===== src/hw/rtl/ssc_pkg.sv =====
`default_nettype none
package ssc_pkg;

  localparam int unsigned MAX_STAMPS_DEF = 1024;
  localparam int unsigned LIMIT_W        = 48;
  localparam int unsigned CFG_ADDR_W     = 2;
  localparam int unsigned COUNT_OUT_W    = 11;

  localparam logic [63:0] S64_MAX = 64'h7FFF_FFFF_FFFF_FFFF;
  localparam logic [63:0] S64_MIN = 64'h8000_0000_0000_0000;
  localparam logic [16:0] COV_FULL = 17'h1_0000;

  // register indexes
  localparam logic [CFG_ADDR_W-1:0] REG_PREFIX = 2'd0;
  localparam logic [CFG_ADDR_W-1:0] REG_SUFFIX = 2'd1;
  localparam logic [CFG_ADDR_W-1:0] REG_GAP    = 2'd2;

  // verdict codes
  localparam logic [2:0] RSN_OK      = 3'd0;
  localparam logic [2:0] RSN_INVALID = 3'd1;
  localparam logic [2:0] RSN_EMPTY   = 3'd2;
  localparam logic [2:0] RSN_PREFIX  = 3'd3;
  localparam logic [2:0] RSN_SUFFIX  = 3'd4;
  localparam logic [2:0] RSN_GAP     = 3'd5;

  typedef struct packed {
    logic signed [63:0] window_start_ns;
    logic signed [63:0] window_end_ns;
    logic signed [63:0] stamp_ns;
    logic               stamp_present;
    logic               last_item;
  } ssc_in_t;

  typedef struct packed {
    logic [10:0]        stamp_count;
    logic signed [63:0] missing_prefix_ns;
    logic signed [63:0] missing_suffix_ns;
    logic [62:0]        widest_gap_ns;
    logic [16:0]        cover_frac_q16;
    logic               health;
    logic [2:0]         reason;
    logic               overflow;
  } ssc_out_t;

  // signed a - b, saturated to the int64 range
  function automatic logic [63:0] sat_sub(input logic [63:0] a, input logic [63:0] b);
    logic [63:0] d;
    d = a - b;
    if ((a[63] ^ b[63]) && (a[63] ^ d[63])) begin
      sat_sub = a[63] ? S64_MIN : S64_MAX;
    end else begin
      sat_sub = d;
    end
  endfunction

endpackage
`default_nettype wire


===== src/hw/rtl/ssc_qdiv.sv =====
`default_nettype none
// floor(num * 2^16 / den) for num < den, one quotient bit per cycle
module ssc_qdiv
  import ssc_pkg::*;
(
  input  wire logic        clk,
  input  wire logic        rst_n,
  input  wire logic        start,
  input  wire logic [63:0] num,
  input  wire logic [63:0] den,
  output logic             done,
  output logic [15:0]      quot
);
  logic [63:0] rem_r, rem_nxt;
  logic [15:0] q_r, q_nxt;
  logic [4:0]  cnt_r, cnt_nxt;
  logic        run_r, run_nxt;
  logic [64:0] sh;

  assign sh   = {rem_r, 1'b0};
  assign done = run_r && (cnt_r == 5'd15);
  assign quot = q_nxt;

  always_comb begin
    rem_nxt = rem_r;
    q_nxt   = q_r;
    cnt_nxt = cnt_r;
    run_nxt = run_r;
    if (start) begin
      rem_nxt = num;
      q_nxt   = '0;
      cnt_nxt = '0;
      run_nxt = 1'b1;
    end else if (run_r) begin
      if (sh >= {1'b0, den}) begin
        rem_nxt = 64'(sh - {1'b0, den});
        q_nxt   = {q_r[14:0], 1'b1};
      end else begin
        rem_nxt = sh[63:0];
        q_nxt   = {q_r[14:0], 1'b0};
      end
      cnt_nxt = cnt_r + 5'd1;
      if (cnt_r == 5'd15) begin
        run_nxt = 1'b0;
      end
    end
  end

  always_ff @(posedge clk) begin
    if (!rst_n) begin
      run_r <= 1'b0;
      cnt_r <= '0;
    end else begin
      run_r <= run_nxt;
      cnt_r <= cnt_nxt;
    end
    rem_r <= rem_nxt;
    q_r   <= q_nxt;
  end
endmodule
`default_nettype wire


===== config.mk =====
export PLATFORM = sky130hd
export DESIGN_NAME = ssc_qdiv
export DESIGN_NICKNAME = d
export VERILOG_FILES = /design/src/hw/rtl/ssc_pkg.sv /design/src/hw/rtl/ssc_qdiv.sv
export SDC_FILE = /design/constraint.sdc
export NUM_CORES = 1
export LEC_CHECK = 0
export BUFFER_PORTS_ARGS = -buffer_cell sky130_fd_sc_hd__buf_2
export CAP_MARGIN = 20
export CORE_UTILIZATION = 45
export DETAILED_ROUTE_END_ITERATION = 10
export PLACE_DENSITY = 0.67
export SLEW_MARGIN = 25
export SYNTH_ARGS = -nofsm -noshare
export SYNTH_HDL_FRONTEND = slang
export SYNTH_SLANG_ARGS = --single-unit

===== constraint.sdc =====
create_clock -name clk -period 9.2 [get_ports clk]
set_clock_uncertainty 0.05 [all_clocks]
set_input_delay 0.46 -clock clk [delete_from_list [all_inputs] [get_ports clk]]
set_output_delay 0.46 -clock clk [all_outputs]
set_load 0.05 [all_outputs]

==> impl_results.md, run 1 <==
- Crit Path Category: flip-flop to output pin
- Syn_nets: 1290
- Final WS setup: 4.55 ns
- Ant. Diodes: 0
- Hold Path Depth: 2
- Post-synth EDFFs: 64
- Clk_lat worst skew: 0.37 ns
- GPL Wtd Cong: 0.924
- Clock transition at the registers of the reported paths: 0.07 ns
- Antenna Violating Nets Remaining: 0
- Resized Gates After CTS: 0
- Synth unique cells: 79
- Worst setup SP type: flip-flop
- Die Y-Extent: 139 um
- Required time worst endpoint: 8.69 ns
- Crit path from: rem_r[2]
- Setup TNS: 0 ns
- Synth Instances: 1092
- Total core area: roughly 18000 um2
- Fin. max-slew vios: 0
- CTS tree: done
- Pwr Density: 223 nW/um2
- Sequential area share after synthesis: 27.8%
- Rel. slew slack: approximately a third
- Most frequent CP cell: a21o_1
- WP data arrival: 4.14 ns
- Die X: 139 um
- Worst flop-to-flop path startpoint: rem_r[2]
- Async SR Flop Fraction: 0%
- # clock sinks: 86
- Lkg Pwr: approximately 4.4 nW
- H-tree levels: 3
- Max Cap Violations: 0
- Max Root-Sink Buffers: 2
- Antenna violations before repair: 0
- Fin. Hold Viols: 0
- Worst hold margin: 0.315 ns
- Peak Freq: 0.215 GHz
- Routed vias/inst: just under 6
- Yosys reg bits: 86
- Layout area overhead: 12.8%
- Crit-path max cell delay: about 0.90 ns
- # DRC: 0
- Final non-filler cell total: 1426
- Post-Place Cells: about 1400
- Final instance area: roughly 9600 um2
- Starting Density: 46.5%
- Post-CTS Setup Bufs: 0
- Routed WL: 24500 um
- Fillers: between 1500 and 2000
- Dpl ws: 4.67 ns
- Cell taking the most area after synthesis: edfxtp_1
- CP max-delay cell: a311oi_2
- Mapped cell area: 8500 um2
- CP max FO: 54
- IO buf count: 147
- I/O Pins: 148
- Yosys top cell area share: 22.6%
- Number of global-route vias before repair: 7946
- Fin nets: 1390
- Top post-synthesis cells by area: edfxtp_1, ha_1, a21oi_1, nand2_1, dfxtp_1
- CTS Hold Bufs: 0
- Critical path endpoint: quot[0]
- Fin crit share: 50.5%
- Synth Flop Type: edfxtp_1
- Minimum clock period after layout: around 4.6 ns
- Worst vdd ir: roughly 0.00012 V
- CP endpoint kind: output pin
- Routed vias: 8350
- RR Endpoint: rem_r[1]
- Status: finished clean
- RSZ-0062 raised after global routing: false
- First DRT Iteration DRCs: 545
- Number of buffers created by CTS: 9
- Placed Instance Area: 9300 um2
- Avg Synthesized Cell Area: 7.79 um2
- Tot GR Track Use: 25.5%
- First-pass detailed-route iteration total: 5
- Top-count cell post-synth: nand2_1
- FF-to-FF setup slack: 4.79 ns
- Root buffer cell: clkbuf_16
- Post-detail-place hpwl: 18700 um
- FP Rows: between 40 and 50
- Die Area: 19500 um2
- Top cells by count, synth: nand2_1, a21oi_1, nor2_1
- Count of final setup violators: 0
- Global-route wire length before repair: 39800 um
- Drt wl/cell: approximately 17 um
- Pin count of the biggest net entering global routing: 65
- Type of the worst min-delay path: input pin to flip-flop
- Tightest Pin Transition: 0.972 ns
- Total grt overflow: 0
- Ys Warns: 0
- Critical path cell sequence: ha_1 -> o211ai_1 -> a21o_1 -> a21oi_2 -> a21o_1 -> a41oi_2 -> a311oi_2 -> nor2_4 -> buf_4 -> a211oi_1 -> buf_2
- R2R depth: 11
- Ratio of cells with drive above 1 in the final layout: 16.5%
layout make-up:
cell class | count | area [um2] | area share [%]
multi-input combinational | 854 | 5540 | 57.7
sequential | 86 | 2360 | 24.6
timing repair buffer | 153 | 781 | 8.14
inverter | 88 | 330 | 3.44
tap | 229 | 287 | 2.99
clock buffer | 9 | 225 | 2.35
clock inverter | 7 | 73.8 | 0.769
where the power goes:
part | switching, mW | internal [mW]
Combinational | 0.730 | 0.461
Clock | 0.197 | 0.193
Sequential | 0.0435 | 0.519
Total | 0.971 | 1.17
placed cells by master (no fill, tap or decap), types with 21 or more instances in the layout:
cell type and count:
xnor2_1 32, a21o_1 30, buf_2 147, dfxtp_1 22, nand2_1 126, o21ai_0 56, nor2_1 102, edfxtp_1 64
mux2i_1 21, nand4_1 27, a31oi_1 31, a21oi_1 121, ha_1 66, inv_1 87
registers in the layout, indices dropped and copies added (netlist names):
signal and flops:
q_r 16, run_r 1, cnt_r 5, rem_r 64
per-layer routing:
| layer | vias to the layer above | global-route usage, % | wire (um) |
|---|---|---|---|
| met5 | - | 0 | 0 |
| met4 | 0 | 9.12 | 633 |
| met3 | 42 | 4.27 | 1330 |
| met2 | 262 | 41.3 | 11100 |
| met1 | 3904 | 34.0 | 11500 |
| li1 | 4142 | - | - |
worst min path at each step:
| stage | start | endpoint | slack (ns) |
|---|---|---|---|
| after floorplan | cnt_r[4] | cnt_r[4] | 0.42 |
| after global placement | cnt_r[4] | cnt_r[4] | 0.43 |
| after detailed placement | q_r[0] | q_r[0] | 0.44 |
| after CTS | rst_n | run_r | 0.30 |
| after global routing | num[7] | rem_r[7] | 0.32 |
| final | rst_n | run_r | 0.31 |
through the flow:
| stage | total power, mW | util [%] |
|---|---|---|
| 3_5_place_dp | 1.74 | 50.9 |
| 6_report | 2.14 | 52.5 |
| 2_1_floorplan | 1.47 | - |
| 4_1_cts | 2.14 | 52.5 |
| 3_3_place_gp | 1.74 | 50.9 |
| 5_1_grt | 2.30 | 52.5 |
critical path, delay by kind of cell (launching register included):
kind	cells	cell delay (ns)
adders and majority gates	1	0.40
buffers and inverters	2	0.68
and+or+nand+nor	1	0.03
DFF	1	0.42
AOI/OAI and AO/OA	7	2.25
logic make-up after synthesis:
| family | after synthesis | share of synthesized area, % |
|---|---|---|
| compound gates | 347 | 26.7 |
| flops | 86 | 27.8 |
| mux | 23 | 2.74 |
| fa+ha+maj | 67 | 9.95 |
| xor+xnor | 51 | 5.25 |
| simple gates | 366 | 20.4 |
| buf+inv | 152 | 7.19 |
No activity file was read; power rests on OpenSTA's default activity.
==> run 2: changes to the inputs <==
--- a/config.mk
+++ b/config.mk
@@ -5,11 +5,12 @@
 export SDC_FILE = /design/constraint.sdc
 export NUM_CORES = 1
 export LEC_CHECK = 0
+export ABC_AREA = 1
 export BUFFER_PORTS_ARGS = -buffer_cell sky130_fd_sc_hd__buf_2
 export CAP_MARGIN = 20
 export CORE_UTILIZATION = 45
 export DETAILED_ROUTE_END_ITERATION = 10
-export PLACE_DENSITY = 0.67
+export PLACE_DENSITY = 0.66
 export SLEW_MARGIN = 25
 export SYNTH_ARGS = -nofsm -noshare
 export SYNTH_HDL_FRONTEND = slang
==> constraint.sdc (replaced) <==
create_clock -name clk -period 4.7 [get_ports clk]
set_clock_uncertainty 0.05 [all_clocks]
set_input_delay 0.235 -clock clk [delete_from_list [all_inputs] [get_ports clk]]
set_output_delay 0.235 -clock clk [all_outputs]
set_load 0.05 [all_outputs]
==> impl_results.md, run 2 <==
- Top flop regs: rem_r: 64 flops, q_r: 16 flops, cnt_r: 5 flops
- Die X: 156 um (+12%)
- Async SR Flop Fraction: 0% (unchanged)
- Critical path cell sequence: ha_1 -> nand2_1 -> inv_1 -> nand2_1 -> nor2_1 -> nand2_1 -> nor2_2 -> nor2_8 -> nand2_4 -> nand3_1 -> o21ai_1 -> buf_2
- Yosys reg bits: 86 (unchanged)
- # clock sinks: 86 (unchanged)
- Die Area: 24300 um2 (+25%)
- Top cells by count, synth: nand2_1, inv_1, nand3_1
- Routed WL: 37700 um (+54%)
- CP endpoint kind: output pin
- Total grt overflow: 0 (unchanged)
- Fillers: 2590 (+38%)
- Tot GR Track Use: 32.0% (+6.5 points)
- Top post-synthesis cells by area: nand2_1, edfxtp_1, inv_1, ha_1, nand3_1
- Most frequent CP cell: nand2_1
- Minimum clock period after layout: 3.44 ns
- Hold Path Depth: 3 (+1)
- Clock transition at the registers of the reported paths: 0.09 ns (+0.02 ns)
- Synth Flop Type: edfxtp_1
- Pwr Density: 366 nW/um2 (+64%)
- Setup TNS: 0 ns (unchanged)
- Most frequent cells in the layout: nand2_1, inv_1, buf_2
- Final WS setup: 1.26 ns (-3.29 ns)
- Required time worst endpoint: 4.41 ns (-4.28 ns)
- Max FFs per register: 64 (unchanged)
- Avg Synthesized Cell Area: 5.67 um2 (-27%)
- R2R depth: 16 (+5)
- Antenna violations before repair: 0 (unchanged)
- Post-CTS Setup Bufs: 0 (unchanged)
- I/O Pins: 148 (unchanged)
- Mapped cell area: 10600 um2 (+25%)
- Synth Instances: 1879 (+72%)
- Post-synth EDFFs: 64 (unchanged)
- Type of the worst min-delay path: input pin to flip-flop
- Dpl ws: 1.60 ns (-3.08 ns)
- Global-route wire length before repair: 58900 um (+48%)
- Total core area: 22900 um2 (+25%)
- Syn_nets: 2077 (+61%)
- Leading cell type in the layout, fill and taps excluded: nand2_1
- CP max-delay cell: ha_1
- Pin count of the biggest net entering global routing: 67 (+3.1%)
- Ratio of cells with drive above 1 in the final layout: 11.1% (-5.5 points)
- Max Cap Violations: 0 (unchanged)
- Post-Place Cells: 2310 (+64%)
- Cell taking the most area after synthesis: nand2_1
- Fin. Hold Viols: 0 (unchanged)
- Number of buffers created by CTS: 9 (unchanged)
- Status: finished clean
- Synth unique cells: 39 (-51%)
- Routed vias/inst: 4.96 (-15%)
- Yosys top cell area share: 27.3% (+4.7 points)
- Crit Path Category: flip-flop to output pin
- Resized Gates After CTS: 0 (unchanged)
- Drt wl/cell: 16.2 um (-5.7%)
- Worst setup SP type: flip-flop
- H-tree levels: 3 (unchanged)
- Rel. slew slack: 42.9% (+7.7 points)
- Sequential area share after synthesis: 22.2% (-5.6 points)
- Max Root-Sink Buffers: 2 (unchanged)
- Starting Density: 46.5% (-0.089 points)
- CTS tree: done
- Layout area overhead: 12.1%
- Routed vias: 11540 (+38%)
- Top-count cell post-synth: nand2_1
- Ys Warns: 0 (unchanged)
- RSZ-0062 raised after global routing: false
- First DRT Iteration DRCs: 943 (+73%)
- Die Y-Extent: 156 um (+12%)
- WP data arrival: 3.15 ns (-0.99 ns)
- Fin nets: 2206 (+59%)
- Antenna Violating Nets Remaining: 0 (unchanged)
- FP Rows: 55 (+12%)
- Ant. Diodes: 0 (unchanged)
- Post-detail-place hpwl: 30800 um (+65%)
- Root buffer cell: clkbuf_16
- Fin crit share: approximately three quarters
- Fin. max-slew vios: 0 (unchanged)
- IO buf count: 147 (unchanged)
- CP max FO: 21 (-61%)
- Count of final setup violators: 0 (unchanged)
- Tightest Pin Transition: 0.856 ns (-0.116 ns)
- Final non-filler cell total: 2326 (+63%)
- # DRC: 0 (unchanged)
- Post-Route Utilization: 52.1% (-0.47 points)
- Peak Freq: approximately 0.29 GHz
- Crit-path max cell delay: 0.51 ns (-0.39 ns)
- GPL Wtd Cong: 1.01 (+9.2%)
- First-pass detailed-route iteration total: 6 (+1)
- Clk_lat worst skew: 0.37 ns (about the same)
- Lkg Pwr: 7.06 nW (+61%)
- Number of global-route vias before repair: 11062 (+39%)
- Register name with the most flops: rem_r
- Worst vdd ir: 0.000198 V (+67%)
- CTS Hold Bufs: 0 (unchanged)
## run 2: cell types whose count changed in the layout (fill, tap and decap cells not counted), sizes merged, moves of 38 or more
cell	change
a21oi	-73
inv	+342
nand2	+657
nand3	+105
nand3b	+61
o21ai	-38
## run 2: where the power goes
part	switching, mW	internal (mW)	total (mW)
logic	1.68	0.843	2.53
clock network	0.414	0.380	0.795
registers	0.0674	0.982	1.05
total	2.16	2.20	4.37
## run 2: per-layer routing
layer	up-vias	part of all wire (%)	GRT usage, %
met2	376	42	50.1
met4	0	2.9	10.4
li1	5955	-	-
met3	54	6.8	4.39
met5	-	0	0
met1	5155	48	44.9
## run 2: cell type report
type | instances | area, um2 | share of cell area [%]
Timing Repair Buffer | 154 | 788 | 6.61
Inverter | 433 | 1630 | 13.6
Clock inverter | 7 | 73.8 | 0.619
Tap cell | 313 | 392 | 3.28
Multi-Input combinational cell | 1324 | 6460 | 54.2
Clock buffer | 9 | 225 | 1.89
Sequential cell | 86 | 2360 | 19.8
## run 2: final timing paths
check / from / endpoint / slack, ns
worst max register to register: rem_r[42] / rem_r[52] / 1.54
worst min-delay path: rst_n / run_r / 0.06
worst min register to register: q_r[10] / q_r[10] / 0.45
worst max-delay path: rem_r[61] / quot[0] / 1.26
## run 2: worst max-delay path: cells and delay by family (launching register included)
| family | cells | cell delay (ns) |
|---|---|---|
| fa+ha+maj | 1 | 0.51 |
| simple gates | 8 | 1.33 |
| compound gates | 1 | 0.14 |
| flops | 1 | 0.40 |
| buf+inv | 2 | 0.40 |
## run 2: kinds of logic (layout without fill, tap and decap cells)
| logic type | after synthesis | after routing | synth area share (%) |
|---|---|---|---|
| buf+inv | 469 | 603 | 17.1 |
| compound gates | 96 | 96 | 4.90 |
| xor+xnor | 31 | 31 | 2.55 |
| simple gates | 1130 | 1130 | 45.3 |
| fa+ha+maj | 67 | 67 | 7.94 |
| flops | 86 | 86 | 22.2 |
## run 2: through the flow
stage               instance area (um2)  power (mW)  hold slack (ns)
CTS                               11900        4.36           0.0625
detailed placement                11600        3.55            0.432
global placement                  11600        3.53            0.416
global route                      11900        4.73           0.0713
floorplan                         10600        2.86            0.327
finish                            11900        4.37           0.0644
==> run 3: changes to the inputs <==
--- a/config.mk
+++ b/config.mk
@@ -5,12 +5,12 @@
 export SDC_FILE = /design/constraint.sdc
 export NUM_CORES = 1
 export LEC_CHECK = 0
-export ABC_AREA = 1
+export ABC_AREA = 0
 export BUFFER_PORTS_ARGS = -buffer_cell sky130_fd_sc_hd__buf_2
 export CAP_MARGIN = 20
 export CORE_UTILIZATION = 45
 export DETAILED_ROUTE_END_ITERATION = 10
-export PLACE_DENSITY = 0.66
+export PLACE_DENSITY = 0.7
 export SLEW_MARGIN = 25
 export SYNTH_ARGS = -nofsm -noshare
 export SYNTH_HDL_FRONTEND = slang
==> constraint.sdc (replaced) <==
create_clock -name clk -period 2.77 [get_ports clk]
set_clock_uncertainty 0.05 [all_clocks]
set_input_delay 0.1385 -clock clk [delete_from_list [all_inputs] [get_ports clk]]
set_output_delay 0.1385 -clock clk [all_outputs]
set_load 0.05 [all_outputs]
==> impl_results.md, run 3 (synthesis gave the netlist of run 1 again) <==
- Worst hold margin: 0.00970 ns (-0.0547 ns)
- Minimum clock period after layout: approximately 3.2 ns
- Starting Density: 46.5% (+0.089 points)
- Critical path cell sequence: ha_4 -> nand4_1 -> nor3_2 -> and3_1 -> a41o_4 -> buf_4 -> o21ai_2 -> a2111oi_0 -> buf_4 -> or4_1 -> nand3_2 -> a2bb2oi_1
- Type of the worst min-delay path: input pin to flip-flop
- Lkg Pwr: 6.40 nW (-9.3%)
- Footprint of the multi-input gates: 7190 um2 (+11%)
- Die X: 139 um (-10%)
- Clock transition at the registers of the reported paths: 0.07 ns (-0.02 ns)
- First-pass detailed-route iteration total: 5 (-1)
- Number of buffers created by CTS: 9 (unchanged)
- Root buffer cell: clkbuf_16
- Rel. slew slack: 33.7% (-9.2 points)
- Peak Freq: 0.309 GHz
- Crit Path Category: flip-flop to flip-flop
- Ant. Diodes: 0 (unchanged)
- Worst vdd ir: 0.000404 V (+100%)
- Die Area: 19500 um2 (-20%)
- Pwr Density: 776 nW/um2 (+110%)
- H-tree levels: 3 (unchanged)
- Routed vias/inst: 6.01 (+21%)
- Fin crit share: 117%
- Count of final setup violators: 65 (+65)
- Global-route wire length before repair: 47900 um (-19%)
- Most frequent cells in the layout: buf_4, buf_2, a21oi_1
- I/O Pins: 148 (unchanged)
- CP max FO: 2 (-90%)
- FF-to-FF setup slack: -0.46 ns (-2.00 ns)
- Failing checks: negative setup slack
- Fin. max-slew vios: 0 (unchanged)
- Fin nets: 1732 (-21%)
- Worst setup SP type: flip-flop
- Ratio of cells with drive above 1 in the final layout: 49.1% (+38 points)
- # clock sinks: 86 (unchanged)
- CP endpoint kind: flip-flop
- Post-Place Cells: 1668 (-28%)
- Required time worst endpoint: 2.93 ns (-1.48 ns)
- Post-detail-place hpwl: 21200 um (-31%)
- First DRT Iteration DRCs: 1019 (+8.1%)
- Seq. cell area: 2360 um2 (unchanged)
- WP data arrival: 3.39 ns (+0.24 ns)
- RSZ-0062 raised after global routing: true
- Fillers: 1156 (-55%)
- Crit path from: rem_r[21]
- Number of global-route vias before repair: 9816 (-11%)
- Crit-path max cell delay: 0.56 ns (+0.05 ns)
- CP max-delay cell: a2111oi_0
- Total stage count of the critical path: 12 (unchanged)
- RR Endpoint: rem_r[39]
- Layout area overhead: 66.1%
- Pin count of the biggest net entering global routing: 66 (-1.5%)
- Routed WL: 35300 um (-6.4%)
- CTS tree: done
- Total core area: 18300 um2 (-20%)
- Most frequent CP cell: buf_4
- GPL Wtd Cong: 0.947 (-6.2%)
- Tightest Pin Transition: 0.992 ns (+0.136 ns)
- Antenna Violating Nets Remaining: 0 (unchanged)
- Top flop regs: rem_r: 64 flops, q_r: 16 flops, cnt_r: 5 flops
- Max FFs per register: 64 (unchanged)
- Clk_lat worst skew: 0.37 ns (about the same)
- FP Rows: 49 (-11%)
- # DRC: 0 (unchanged)
- Register name with the most flops: rem_r
- Fin. Hold Viols: 0 (unchanged)
- Worst flop-to-flop path startpoint: rem_r[21]
- R2R depth: 12 (-4)
- Max Cap Violations: 0 (unchanged)
- Critical path endpoint: rem_r[39]
- Routed vias: 10631 (-7.9%)
- Max Root-Sink Buffers: 2 (unchanged)
- Leading cell type in the layout, fill and taps excluded: buf_4
- CP top delay family: simple AND/OR/NAND/NOR gates
- IO buf count: 147 (unchanged)
- Drt wl/cell: 20.0 um (+23%)
- Total grt overflow: 0 (unchanged)
- Antenna violations before repair: 0 (unchanged)
- Tot GR Track Use: 30.9% (-1.1 points)
- Die Y-Extent: 139 um (-10%)
- Final non-filler cell total: 1768 (-24%)
- Final WS setup: -0.462 ns (-1.72 ns)
- Critical path buffers and inverters: 2 (unchanged)
- Status: finished with violations
==> run 3: cell count changes in the layout (fill, tap and decap cells not counted), sizes merged, moves of 21 or more <==
cell    previous run  this run
a21o               0        31
buf              154       492
o21ai             22        60
inv              435        93
a31oi              1        31
nand3b            62         1
nand2            783       126
a21oi             50       123
mux2i              0        21
nand3            124        19
==> run 3: power breakdown <==
part	switching [mW]	total, mW	internal [mW]
Sequential	0.245	1.97	1.73
Clock	0.660	1.30	0.640
Combinational	3.90	7.69	3.79
Total	4.80	11.0	6.16
==> run 3: worst min path at each step <==
stage / startpoint / to / slack, ns / cells after the start
3_3_place_gp: rst_n / run_r / 0.35 / 2
5_1_grt: num[0] / rem_r[0] / 0.01 / 3
3_5_place_dp: num[43] / rem_r[43] / 0.37 / 3
4_1_cts: num[43] / rem_r[43] / 0.005 / 3
2_1_floorplan: rst_n / run_r / 0.24 / 1
6_report: num[0] / rem_r[0] / 0.01 / 3
==> run 3: through the flow <==
step | area [um2] | setup TNS, ns | setup WS, ns | power, mW | util [%]
after floorplan | 8670 | -1.93 | -0.258 | 5.00 | -
after global placement | 11400 | -14.08 | -0.440 | 7.17 | 62.4
after detailed placement | 11400 | -17.28 | -0.478 | 7.25 | 62.4
after CTS | 12900 | -16.95 | -0.405 | 9.48 | 70.5
after global routing | 14100 | -27.66 | -0.532 | 11.4 | 77.3
final | 14100 | -22.63 | -0.462 | 11.0 | 77.3
==> run 3: per-layer routing <==
layer	GRT usage (%)	vias up	wire length (um)
met2	51.7	652	16800
met5	0	-	0
met4	13.8	0	1590
met1	39.2	4992	14000
li1	-	4830	-
met3	4.78	157	2930
==> run 3: area by class of cell <==
cell class | instances | share of cell area (%)
tap | 229 | 2.03
inverter | 88 | 2.34
timing repair buffer | 495 | 25.9
clock buffer | 9 | 1.59
sequential | 86 | 16.7
clock inverter | 7 | 0.505
multi-input combinational | 854 | 50.9
==> run 3: repair_timing <==
action,in CTS,in global routing
cloned,4,2
gates resized for setup,149,185
hold buffers,1,0
pin swaps,49,84
setup buffers,47,33
endpoints found under the hold margin,1,0
endpoints found under the setup margin,65,66
==> run 3: worst reg2reg max path, delay by kind of cell (launching register included) <==
| family | cells | cell delay [ns] |
|---|---|---|
| buffers and inverters | 2 | 0.34 |
| adder cells (fa/ha/maj) | 1 | 0.31 |
| AND/OR/NAND/NOR | 5 | 1.00 |
| flip-flops | 1 | 0.45 |
| AO/OA/AOI/OAI | 4 | 0.95 |
